### config.mk
export PLATFORM = sky130hd
export DESIGN_NAME = json_value_skipper
export DESIGN_NICKNAME = d
export VERILOG_FILES = /design/src/jvs_pkg.sv /design/src/jvs_front.sv /design/src/jvs_queue.sv /design/src/jvs_back.sv /design/src/json_value_skipper.sv
export VERILOG_INCLUDE_DIRS = /design/src /design/src/src
export SDC_FILE = /design/constraint.sdc
export NUM_CORES = 1
export LEC_CHECK = 0
export ABC_AREA = 1
export BUFFER_PORTS_ARGS = -buffer_cell sky130_fd_sc_hd__buf_2
export CAP_MARGIN = 0
export CORE_MARGIN = 2
export CORE_UTILIZATION = 55
export CTS_CLUSTER_SIZE = 40
export DETAILED_ROUTE_END_ITERATION = 8
export PLACE_DENSITY = 0.73
export SLEW_MARGIN = 10
export SYNTH_ARGS = -nofsm -noshare
export SYNTH_HDL_FRONTEND = slang
export SYNTH_SLANG_ARGS = --single-unit
### constraint.sdc
create_clock -name clk_i -period 4.9 [get_ports clk_i]
set_input_delay 0.245 -clock clk_i [delete_from_list [all_inputs] [get_ports clk_i]]
set_output_delay 0.245 -clock clk_i [all_outputs]
set_load 0.01 [all_outputs]
### src/json_value_skipper_assert.svh
// Assertion macros shared by the json value skipper modules.
// Depends on nothing; included by files that check their own logic.
`ifndef JSON_VALUE_SKIPPER_ASSERT_SVH
`define JSON_VALUE_SKIPPER_ASSERT_SVH

`ifndef SYNTHESIS
`define JVS_ASSERT(lbl, clk, rst_n, prop) \
  lbl: assert property (@(posedge clk) disable iff (!rst_n) prop) \
    else $error("json_value_skipper: check failed");
`define JVS_ASSERT_RST(lbl, clk, rst_n, prop) \
  lbl: assert property (@(posedge clk) !rst_n |=> prop) \
    else $error("json_value_skipper: reset check failed");
`else
`define JVS_ASSERT(lbl, clk, rst_n, prop)
`define JVS_ASSERT_RST(lbl, clk, rst_n, prop)
`endif

`endif

### src/jvs_pkg.sv
// Shared types and constants of the json value skipper.
// Depends on nothing; imported by every module of the block.
package jvs_pkg;

  localparam int DEF_MAX_NEST_DEPTH = 255;
  localparam int QUEUE_DEPTH        = 2;

  localparam logic [7:0] CHAR_NUL     = 8'h00;
  localparam logic [7:0] CHAR_TAB     = 8'h09;
  localparam logic [7:0] CHAR_LF      = 8'h0a;
  localparam logic [7:0] CHAR_CR      = 8'h0d;
  localparam logic [7:0] CHAR_SPACE   = 8'h20;
  localparam logic [7:0] CHAR_QUOTE   = 8'h22;
  localparam logic [7:0] CHAR_COMMA   = 8'h2c;
  localparam logic [7:0] CHAR_LSQ     = 8'h5b;
  localparam logic [7:0] CHAR_BSLASH  = 8'h5c;
  localparam logic [7:0] CHAR_RSQ     = 8'h5d;
  localparam logic [7:0] CHAR_F       = 8'h66;
  localparam logic [7:0] CHAR_N       = 8'h6e;
  localparam logic [7:0] CHAR_T       = 8'h74;
  localparam logic [7:0] CHAR_LCURLY  = 8'h7b;
  localparam logic [7:0] CHAR_RCURLY  = 8'h7d;

  localparam logic [2:0] KIND_NONE   = 3'd0;
  localparam logic [2:0] KIND_STRING = 3'd1;
  localparam logic [2:0] KIND_ARRAY  = 3'd2;
  localparam logic [2:0] KIND_OBJECT = 3'd3;
  localparam logic [2:0] KIND_TRUE   = 3'd4;
  localparam logic [2:0] KIND_FALSE  = 3'd5;
  localparam logic [2:0] KIND_NULL   = 3'd6;
  localparam logic [2:0] KIND_NUMBER = 3'd7;

  typedef enum logic [3:0] {
    CLS_NUL,
    CLS_SPACE,
    CLS_QUOTE,
    CLS_BSLASH,
    CLS_OPEN_SQ,
    CLS_OPEN_CURLY,
    CLS_CLOSE_SQ,
    CLS_CLOSE_CURLY,
    CLS_COMMA,
    CLS_LIT_T,
    CLS_LIT_F,
    CLS_LIT_N,
    CLS_OTHER
  } byte_class_e;

  typedef struct packed {
    logic       consumed;
    logic       done;
    logic [2:0] kind;
    logic       ovf;
  } jvs_result_t;

endpackage

### src/jvs_front.sv
// Front stage: accept a text word, classify the byte and register its class.
// Depends on jvs_pkg.
module jvs_front import jvs_pkg::*; (
  input  logic        clk_i,
  input  logic        rst_ni,
  input  logic        in_valid_i,
  output logic        in_ready_o,
  input  logic [7:0]  text_byte_i,
  output logic        cls_valid_o,
  input  logic        cls_ready_i,
  output byte_class_e cls_o
);

  logic        valid_q, valid_d;
  byte_class_e cls_q, cls_d;
  byte_class_e cls_now;

  always_comb begin
    unique case (text_byte_i)
      CHAR_NUL:                            cls_now = CLS_NUL;
      CHAR_SPACE, CHAR_TAB, CHAR_LF, CHAR_CR: cls_now = CLS_SPACE;
      CHAR_QUOTE:                          cls_now = CLS_QUOTE;
      CHAR_BSLASH:                         cls_now = CLS_BSLASH;
      CHAR_LSQ:                            cls_now = CLS_OPEN_SQ;
      CHAR_LCURLY:                         cls_now = CLS_OPEN_CURLY;
      CHAR_RSQ:                            cls_now = CLS_CLOSE_SQ;
      CHAR_RCURLY:                         cls_now = CLS_CLOSE_CURLY;
      CHAR_COMMA:                          cls_now = CLS_COMMA;
      CHAR_T:                              cls_now = CLS_LIT_T;
      CHAR_F:                              cls_now = CLS_LIT_F;
      CHAR_N:                              cls_now = CLS_LIT_N;
      default:                             cls_now = CLS_OTHER;
    endcase
  end

  assign in_ready_o = !valid_q || cls_ready_i;

  always_comb begin
    valid_d = valid_q;
    cls_d   = cls_q;
    if (in_ready_o) begin
      valid_d = in_valid_i;
      if (in_valid_i) begin
        cls_d = cls_now;
      end
    end
  end

  always_ff @(posedge clk_i or negedge rst_ni) begin
    if (!rst_ni) begin
      valid_q <= 1'b0;
    end else begin
      valid_q <= valid_d;
    end
  end

  always_ff @(posedge clk_i) begin
    cls_q <= cls_d;
  end

  assign cls_valid_o = valid_q;
  assign cls_o       = cls_q;

endmodule

### src/jvs_queue.sv
// Short queue of byte classes between the front and back stages.
// Depends on jvs_pkg and json_value_skipper_assert.svh.
`include "json_value_skipper_assert.svh"
module jvs_queue import jvs_pkg::*; (
  input  logic        clk_i,
  input  logic        rst_ni,
  input  logic        push_valid_i,
  output logic        push_ready_o,
  input  byte_class_e push_cls_i,
  output logic        pop_valid_o,
  input  logic        pop_ready_i,
  output byte_class_e pop_cls_o
);

  localparam int PtrW = (QUEUE_DEPTH > 1) ? $clog2(QUEUE_DEPTH) : 1;
  localparam int CntW = $clog2(QUEUE_DEPTH + 1);
  localparam logic [PtrW-1:0] LastPtr = PtrW'(QUEUE_DEPTH - 1);
  localparam logic [CntW-1:0] FullCnt = CntW'(QUEUE_DEPTH);

  byte_class_e     mem_q [QUEUE_DEPTH];
  logic [PtrW-1:0] wr_ptr_q, wr_ptr_d, rd_ptr_q, rd_ptr_d;
  logic [CntW-1:0] count_q, count_d;
  logic            push, pop;

  assign push_ready_o = (count_q != FullCnt);
  assign pop_valid_o  = (count_q != '0);
  assign pop_cls_o    = mem_q[rd_ptr_q];
  assign push         = push_valid_i && push_ready_o;
  assign pop          = pop_valid_o && pop_ready_i;

  always_comb begin
    wr_ptr_d = wr_ptr_q;
    rd_ptr_d = rd_ptr_q;
    count_d  = count_q;
    if (push) begin
      wr_ptr_d = (wr_ptr_q == LastPtr) ? '0 : wr_ptr_q + 1'b1;
    end
    if (pop) begin
      rd_ptr_d = (rd_ptr_q == LastPtr) ? '0 : rd_ptr_q + 1'b1;
    end
    priority if (push && !pop) begin
      count_d = count_q + 1'b1;
    end else if (pop && !push) begin
      count_d = count_q - 1'b1;
    end else begin
      count_d = count_q;
    end
  end

  always_ff @(posedge clk_i or negedge rst_ni) begin
    if (!rst_ni) begin
      wr_ptr_q <= '0;
      rd_ptr_q <= '0;
      count_q  <= '0;
    end else begin
      wr_ptr_q <= wr_ptr_d;
      rd_ptr_q <= rd_ptr_d;
      count_q  <= count_d;
    end
  end

  always_ff @(posedge clk_i) begin
    if (push) begin
      mem_q[wr_ptr_q] <= push_cls_i;
    end
  end

  `JVS_ASSERT(a_count_bound, clk_i, rst_ni, count_q <= FullCnt)
  `JVS_ASSERT(a_count_step, clk_i, rst_ni,
    (push && !pop) |=> count_q == $past(count_q) + 1'b1)

endmodule

### src/jvs_back.sv
// Back stage: run the value-skipping state machine on byte classes and
// register one result word per class. Depends on jvs_pkg and the assert header.
`include "json_value_skipper_assert.svh"
module jvs_back import jvs_pkg::*; #(
  parameter int MAX_NEST_DEPTH = DEF_MAX_NEST_DEPTH
) (
  input  logic        clk_i,
  input  logic        rst_ni,
  input  logic        cls_valid_i,
  output logic        cls_ready_o,
  input  byte_class_e cls_i,
  output logic        res_valid_o,
  input  logic        res_ready_i,
  output jvs_result_t res_o
);

  localparam int DepthW = $clog2(MAX_NEST_DEPTH + 1);
  localparam logic [DepthW-1:0] DepthMax = DepthW'(MAX_NEST_DEPTH);
  localparam logic [DepthW-1:0] DepthOne = DepthW'(1);

  localparam logic [2:0] PH_IDLE   = 3'd0;
  localparam logic [2:0] PH_STR    = 3'd1;
  localparam logic [2:0] PH_BRK    = 3'd2;
  localparam logic [2:0] PH_BRKSTR = 3'd3;
  localparam logic [2:0] PH_LIT    = 3'd4;
  localparam logic [2:0] PH_NUM    = 3'd5;

  logic [2:0]        phase_q, phase_d;
  logic              esc_q, esc_d;
  logic [DepthW-1:0] depth_q, depth_d;
  logic              curly_q, curly_d;
  logic [2:0]        lit_q, lit_d;
  logic [2:0]        kind_q, kind_d;
  logic              ovf_q, ovf_d;
  logic              out_valid_q;
  jvs_result_t       out_q, res_now;
  logic              take;
  logic              is_open, is_close;
  logic [2:0]        lit_dec;
  logic [DepthW-1:0] depth_dec;

  assign cls_ready_o = !out_valid_q || res_ready_i;
  assign take        = cls_valid_i && cls_ready_o;

  assign is_open  = curly_q ? (cls_i == CLS_OPEN_CURLY) : (cls_i == CLS_OPEN_SQ);
  assign is_close = curly_q ? (cls_i == CLS_CLOSE_CURLY) : (cls_i == CLS_CLOSE_SQ);
  assign lit_dec   = (lit_q != '0) ? lit_q - 1'b1 : lit_q;
  assign depth_dec = (depth_q != '0) ? depth_q - 1'b1 : depth_q;

  always_comb begin
    phase_d = phase_q;
    esc_d   = esc_q;
    depth_d = depth_q;
    curly_d = curly_q;
    lit_d   = lit_q;
    kind_d  = kind_q;
    ovf_d   = ovf_q;
    res_now = '{consumed: 1'b0, done: 1'b0, kind: kind_q, ovf: 1'b0};

    if (phase_q == PH_IDLE) begin
      res_now.kind = KIND_NONE;
      unique case (cls_i)
        CLS_NUL: ;
        CLS_SPACE: res_now.consumed = 1'b1;
        CLS_QUOTE: begin
          res_now.consumed = 1'b1;
          phase_d = PH_STR;
          kind_d  = KIND_STRING;
        end
        CLS_OPEN_SQ, CLS_OPEN_CURLY: begin
          res_now.consumed = 1'b1;
          phase_d = PH_BRK;
          depth_d = DepthOne;
          curly_d = (cls_i == CLS_OPEN_CURLY);
          kind_d  = (cls_i == CLS_OPEN_CURLY) ? KIND_OBJECT : KIND_ARRAY;
        end
        CLS_LIT_T: begin
          res_now.consumed = 1'b1;
          phase_d = PH_LIT;
          lit_d   = 3'd3;
          kind_d  = KIND_TRUE;
        end
        CLS_LIT_F: begin
          res_now.consumed = 1'b1;
          phase_d = PH_LIT;
          lit_d   = 3'd4;
          kind_d  = KIND_FALSE;
        end
        CLS_LIT_N: begin
          res_now.consumed = 1'b1;
          phase_d = PH_LIT;
          lit_d   = 3'd3;
          kind_d  = KIND_NULL;
        end
        CLS_COMMA, CLS_CLOSE_SQ, CLS_CLOSE_CURLY: begin
          // empty number: ends here, kind stays none
          res_now.done = 1'b1;
        end
        default: begin
          res_now.consumed = 1'b1;
          phase_d = PH_NUM;
          kind_d  = KIND_NUMBER;
        end
      endcase
      if (!res_now.done) begin
        res_now.kind = kind_d;
      end
    end else if (cls_i == CLS_NUL) begin
      res_now.done = 1'b1;
    end else begin
      unique case (phase_q)
        PH_STR: begin
          res_now.consumed = 1'b1;
          priority if (esc_q) begin
            esc_d = 1'b0;
          end else if (cls_i == CLS_BSLASH) begin
            esc_d = 1'b1;
          end else begin
            res_now.done = (cls_i == CLS_QUOTE);
          end
        end
        PH_BRKSTR: begin
          res_now.consumed = 1'b1;
          priority if (esc_q) begin
            esc_d = 1'b0;
          end else if (cls_i == CLS_BSLASH) begin
            esc_d = 1'b1;
          end else if (cls_i == CLS_QUOTE) begin
            phase_d = PH_BRK;
          end else begin
            // plain string byte: hold the phase
            phase_d = phase_q;
          end
        end
        PH_BRK: begin
          res_now.consumed = 1'b1;
          priority if (cls_i == CLS_QUOTE) begin
            phase_d = PH_BRKSTR;
            esc_d   = 1'b0;
          end else if (is_open) begin
            if (depth_q >= DepthMax) begin
              depth_d = DepthMax;
              ovf_d   = 1'b1;
            end else begin
              depth_d = depth_q + 1'b1;
            end
          end else if (is_close) begin
            depth_d      = depth_dec;
            res_now.done = (depth_dec == '0);
          end else begin
            // any other byte: hold the depth
            depth_d = depth_q;
          end
        end
        PH_LIT: begin
          res_now.consumed = 1'b1;
          lit_d            = lit_dec;
          res_now.done     = (lit_dec == '0);
        end
        PH_NUM: begin
          if ((cls_i == CLS_COMMA) || (cls_i == CLS_CLOSE_SQ) ||
              (cls_i == CLS_CLOSE_CURLY)) begin
            res_now.done = 1'b1;
          end else begin
            res_now.consumed = 1'b1;
          end
        end
        default: begin
          // unused phase code: drop back to idle
          phase_d      = PH_IDLE;
          esc_d        = 1'b0;
          depth_d      = '0;
          curly_d      = 1'b0;
          lit_d        = '0;
          kind_d       = KIND_NONE;
          ovf_d        = 1'b0;
          res_now.kind = KIND_NONE;
        end
      endcase
    end

    res_now.ovf = ovf_d;
    if (res_now.done) begin
      phase_d = PH_IDLE;
      esc_d   = 1'b0;
      depth_d = '0;
      curly_d = 1'b0;
      lit_d   = '0;
      kind_d  = KIND_NONE;
      ovf_d   = 1'b0;
    end
  end

  always_ff @(posedge clk_i or negedge rst_ni) begin
    if (!rst_ni) begin
      phase_q     <= PH_IDLE;
      esc_q       <= 1'b0;
      depth_q     <= '0;
      curly_q     <= 1'b0;
      lit_q       <= '0;
      kind_q      <= KIND_NONE;
      ovf_q       <= 1'b0;
      out_valid_q <= 1'b0;
    end else begin
      if (take) begin
        phase_q <= phase_d;
        esc_q   <= esc_d;
        depth_q <= depth_d;
        curly_q <= curly_d;
        lit_q   <= lit_d;
        kind_q  <= kind_d;
        ovf_q   <= ovf_d;
      end
      if (cls_ready_o) begin
        out_valid_q <= cls_valid_i;
      end
    end
  end

  always_ff @(posedge clk_i) begin
    if (take) begin
      out_q <= res_now;
    end
  end

  assign res_valid_o = out_valid_q;
  assign res_o       = out_q;

  `JVS_ASSERT(a_depth_bound, clk_i, rst_ni, depth_q <= DepthMax)
  `JVS_ASSERT(a_idle_clean, clk_i, rst_ni,
    (phase_q == PH_IDLE) |-> (depth_q == '0 && kind_q == KIND_NONE && !ovf_q))
  `JVS_ASSERT(a_lit_left, clk_i, rst_ni, (phase_q == PH_LIT) |-> (lit_q != '0))
  `JVS_ASSERT_RST(a_reset_idle, clk_i, rst_ni, phase_q == PH_IDLE)

endmodule

### src/json_value_skipper.sv
// Top level of the json value skipper: front classifier, queue, back FSM.
// Depends on jvs_pkg, jvs_front, jvs_queue and jvs_back.
//
// Usage: send JSON text one byte per word on the input channel
// (in_valid_i / in_ready_o, text_byte_i); byte 0 marks end of text.
// Every accepted word yields exactly one result word on the output channel
// (out_valid_o / out_ready_i) carrying consumed_o, done_res_o,
// value_kind_o and depth_overflow_o, in input order.
// Path: an accepted word moves through the front class register, the
// two-entry queue and the back output register, in that order.
// Throughput: one word per cycle while out_ready_i stays high. The back
// state update is a single small step per byte.
// Stalls: when the receiver holds out_ready_i low the output register holds
// its word, the queue fills, and then the front register and in_ready_o
// back up; the front keeps accepting while queue space remains.
// Reset: rst_ni clears all valid flags and puts the FSM in idle, skipping
// whitespace; no word is in flight after reset.
// MAX_NEST_DEPTH sets the saturation point and width of the nesting counter.
module json_value_skipper import jvs_pkg::*; #(
  parameter int MAX_NEST_DEPTH = DEF_MAX_NEST_DEPTH
) (
  input  logic       clk_i,
  input  logic       rst_ni,
  input  logic       in_valid_i,
  output logic       in_ready_o,
  input  logic [7:0] text_byte_i,
  output logic       out_valid_o,
  input  logic       out_ready_i,
  output logic       consumed_o,
  output logic       done_res_o,
  output logic [2:0] value_kind_o,
  output logic       depth_overflow_o
);

  // front -> queue
  logic        fr_valid, fr_ready;
  byte_class_e fr_cls;
  // queue -> back
  logic        bk_valid, bk_ready;
  byte_class_e bk_cls;
  // back result word
  jvs_result_t res;

  jvs_front u_front (
    .clk_i       (clk_i),
    .rst_ni      (rst_ni),
    .in_valid_i  (in_valid_i),
    .in_ready_o  (in_ready_o),
    .text_byte_i (text_byte_i),
    .cls_valid_o (fr_valid),
    .cls_ready_i (fr_ready),
    .cls_o       (fr_cls)
  );

  jvs_queue u_queue (
    .clk_i        (clk_i),
    .rst_ni       (rst_ni),
    .push_valid_i (fr_valid),
    .push_ready_o (fr_ready),
    .push_cls_i   (fr_cls),
    .pop_valid_o  (bk_valid),
    .pop_ready_i  (bk_ready),
    .pop_cls_o    (bk_cls)
  );

  jvs_back #(
    .MAX_NEST_DEPTH (MAX_NEST_DEPTH)
  ) u_back (
    .clk_i       (clk_i),
    .rst_ni      (rst_ni),
    .cls_valid_i (bk_valid),
    .cls_ready_o (bk_ready),
    .cls_i       (bk_cls),
    .res_valid_o (out_valid_o),
    .res_ready_i (out_ready_i),
    .res_o       (res)
  );

  // unpack the result word onto the payload ports
  assign consumed_o       = res.consumed;
  assign done_res_o       = res.done;
  assign value_kind_o     = res.kind;
  assign depth_overflow_o = res.ovf;

endmodule

==> summary.txt <==
STA
  – Slew headroom: 58.8%
  – Pins over their slew limit: 0
  – Min Hold Slack: 0.136 ns
  – RSZ-0062 raised after global routing: no
  – F_max: 0.411 GHz
  – Fin crit share: 49.7%
  – Worst Skew: 0.0116 ns
  – Post-route setup TNS: 0 ns
  – Actual slew at the worst max-slew pin: 0.619 ns
  – Fin crit period: 2.44 ns
  – # setup viols final: 0
  – Final Hold Viols: 0

Yosys
  – Seq/Total Area, Yosys: 37.8%
  – Ys async rst share: 59.1%
  – Yosys warning count: 0
  – Syn Std Cell Area: 0.00315 mm2
  – Library cells used by synthesis: 38
  – Mapped Cells: 446
  – Synthesized flop and latch total: 44
  – Avg Cell Area, Syn: 7.07 um2
  – Net Count, Synth: 463
  – Ys flop type: dfrtp_1
  – Post-synth EDFFs: 18

Worst setup path
  – Crit Path Category: reg2reg
  – Setup crit start kind: register
  – Critical Path AT: 2.63 ns
  – Crit path required time: 5.10 ns
  – CP max FO: 15
  – Nature of the critical path endpoint: register

Hold path
  – Hold Path Class: in2reg

Global routing
  – Overall routing resource usage: 22.7%
  – Congestion Overflow GR: 0
  – Largest net degree at the start of global routing: 27
  – First-pass GRT wire length: 11.5 mm
  – Initial antenna violation count: 0
  – Number of global-route vias before repair: 2650

Placed design
  – HPWL after DPL: 5.17 mm
  – Area post-placement: 0.00329 mm2
  – Routability Congestion: 0.950
  – # port buffers: 19

Layout
  – Share of cells above drive strength 1: 13.3%
  – Final #Nets: 483
  – Fill cells: 492
  – Reg area: 0.00119 mm2
  – Design Area, Final: 0.00341 mm2
  – # diodes: 0
  – Area grow syn2layout: 8.14%
  – Footprint of the multi-input gates: 0.00165 mm2

CTS
  – # H-tree levels: 2
  – CTS Buf Count: 5
  – Reg clk slew, reported paths: 0.09 ns
  – CTS Hold Bufs: 1
  – Clock sink total: 44
  – Root Buffer: clkbuf_8
  – Post-CTS Setup Bufs: 0
  – Post-CTS sizing: 0
  – Max clock buf depth: 2
  – Clock latency at the later pin of the worst-skew pair: 0.30 ns
  – TritonCTS clock tree: built

Drt
  – Vias: 2930
  – Post-route DRC: 0
  – Iteration count of the initial detailed-routing pass: 6
  – DRT antenna net count: 0
  – Avg WL per Cell: 12.4 um
  – Vias/cell: 5.44
  – Final wirelength: 6.70 mm
  – DRT iter0 DRCs: 220

Floorplanning
  – Die area: 0.00635 mm2
  – Core area: 0.00551 mm2
  – Die Span Y: 79.7 um
  – Die X: 79.7 um
  – I/O Pins: 20
  – Initial Util: 57.2%
  – Row cnt: 27

Flow run
  – Max-cap viol count: 0

Run status
  – Run status: finished, final reports clean

Power
  – Leak: 1.72 nW
  – Clk network pwr share: 12.2%
  – Psw: 0.00107 W
  – Worst IR drop on VDD: 439 uV
  – Tot Pwr: 0.00214 W
  – PD cells: 629 mW/mm2
  – Comb power frac: 59.8%
  – Switching Share: 49.9%
  – Internal power: 0.00107 W
  – Sequential Power Share: 28.0%
-- power by group through the flow --
stage	logic [W]	registers (W)	clock network [W]
final	0.00128	0.000600	0.000261
after global routing	0.00145	0.000618	0.000281
after CTS	0.00127	0.000600	0.000263
after detailed placement	0.00126	0.000608	0
after global placement	0.00124	0.000606	0
after floorplan	0.00104	0.000599	0
-- per-layer routing --
layer | part of all wire [%] | up-vias | track usage [%]
li1 | - | 1499 | -
met1 | 45 | 1326 | 30.6
met2 | 48 | 95 | 37.7
met3 | 5.6 | 10 | 3.96
met4 | 1.4 | 0 | 6.38
met5 | 0 | - | 0
-- layout make-up --
cell class,instances,share of cell area (%)
Clock buffer,6,2.75
Multi-Input combinational cell,327,48.5
Sequential cell,44,34.9
Inverter,67,7.45
Timing Repair Buffer,21,3.30
Tap cell,72,2.64
Clock inverter,2,0.367
-- path summary, 6_finish.rpt --
kind                                               start                             end  slack (ns)  cells past startpoint
max in group asynchronous                         rst_ni    u_queue.rd_ptr_q$_DFFE_PN0P_        4.01                      2
max reg2reg                u_back.depth_q[0]$_DFFE_PN0P_   u_back.depth_q[2]$_DFFE_PN0P_        2.46                     17
max                        u_back.depth_q[0]$_DFFE_PN0P_   u_back.depth_q[2]$_DFFE_PN0P_        2.46                     17
min reg2reg                   u_front.cls_o[2]$_DFFE_PP_   u_queue.mem_q[1][2]$_DFFE_PP_        0.45                      0
min                                          out_ready_i  u_back.res_valid_o$_DFFE_PN0N_        0.14                      2
min in group asynchronous                         rst_ni        u_back.esc_q$_DFFE_PN0P_        0.49                      2
-- per-stage QoR --
| step | worst slack (ns) | utilization (%) | std cells |
|---|---|---|---|
| floorplan | 2.87 | - | 446 |
| CTS | 2.50 | 61.9 | 539 |
| detailed placement | 2.52 | 59.8 | 530 |
| global placement | 2.64 | 59.8 | 530 |
| global route | 2.17 | 61.9 | 539 |
| finish | 2.46 | 61.9 | 539 |
-- registers in the layout, indices dropped and copies added, names as in the netlist, 2 cells and up --
register,count
u_back.depth_q,8
u_queue.mem_q,8
u_back.res_o,6
u_front.cls_o,4
u_back.kind_q,3
u_back.lit_q,3
u_back.phase_q,3
u_queue.count_q,2
-- placed cells by master, fill, tap and decap left out, drive strengths merged, types with 4 or more instances in the layout --
| cell type | netlist | final |
|---|---|---|
| nand2 | 137 | 137 |
| inv | 67 | 67 |
| nor2 | 55 | 55 |
| nand3 | 34 | 34 |
| dfrtp | 26 | 26 |
| o21ai | 21 | 21 |
| buf | 6 | 20 |
| edfxtp | 18 | 18 |
| nand4 | 14 | 14 |
| nor3 | 12 | 12 |
| a21oi | 12 | 12 |
| xor2 | 8 | 8 |
| clkbuf | 2 | 6 |
| a31oi | 5 | 5 |
| ha | 5 | 5 |
| a31o | 4 | 4 |
| o22ai | 4 | 4 |
-- Yosys cell counts (2+ instances only) --
master	n	area share [%]
nor2_2	5	0.99
o22ai_1	4	0.79
edfxtp_1	18	17
o31ai_1	2	0.48
a21oi_1	12	1.9
xor2_1	8	2.2
a31oi_1	5	0.99
dfrtp_1	26	21
nor4_1	3	0.60
nand3_1	33	5.2
nand4_1	14	2.8
inv_2	3	0.36
buf_2	3	0.48
nor2_1	47	5.6
nand2_1	124	15
nand2_2	10	2.0
nor3_1	12	1.9
ha_1	5	2.0
buf_6	3	1.1
o21ai_0	19	3.0
nor2_4	3	1.1
clkbuf_1	2	0.24
inv_1	63	7.5
a31o_2	4	1.1
nand2_4	3	1.1
nand3b_1	3	0.71
-- worst max-delay path, stage by stage (launching register included) --
cell	delay, ns
dfrtp_1	0.42
inv_1	0.18
ha_1	0.26
inv_1	0.08
nor2_1	0.15
inv_1	0.09
nand2_1	0.07
nand3_1	0.07
nand2_1	0.09
nand3_1	0.08
nor2_1	0.09
nand2_1	0.08
nand3_2	0.09
nand2_4	0.14
o21ai_4	0.13
nand2_2	0.14
nand2_1	0.10
nand2_1	0.05
-- cells by family (layout without fill, tap and decap cells) --
family,count (synthesis),count (layout),share of synthesized area [%]
XOR/XNOR,9,9,2.50
AND/OR/NAND/NOR,259,259,37.2
flip-flops,44,44,37.8
adder cells (fa/ha/maj),5,5,1.98
buffers and inverters,75,96,9.85
AO/OA/AOI/OAI,54,54,10.6
Power figures use the tool's default switching activity.
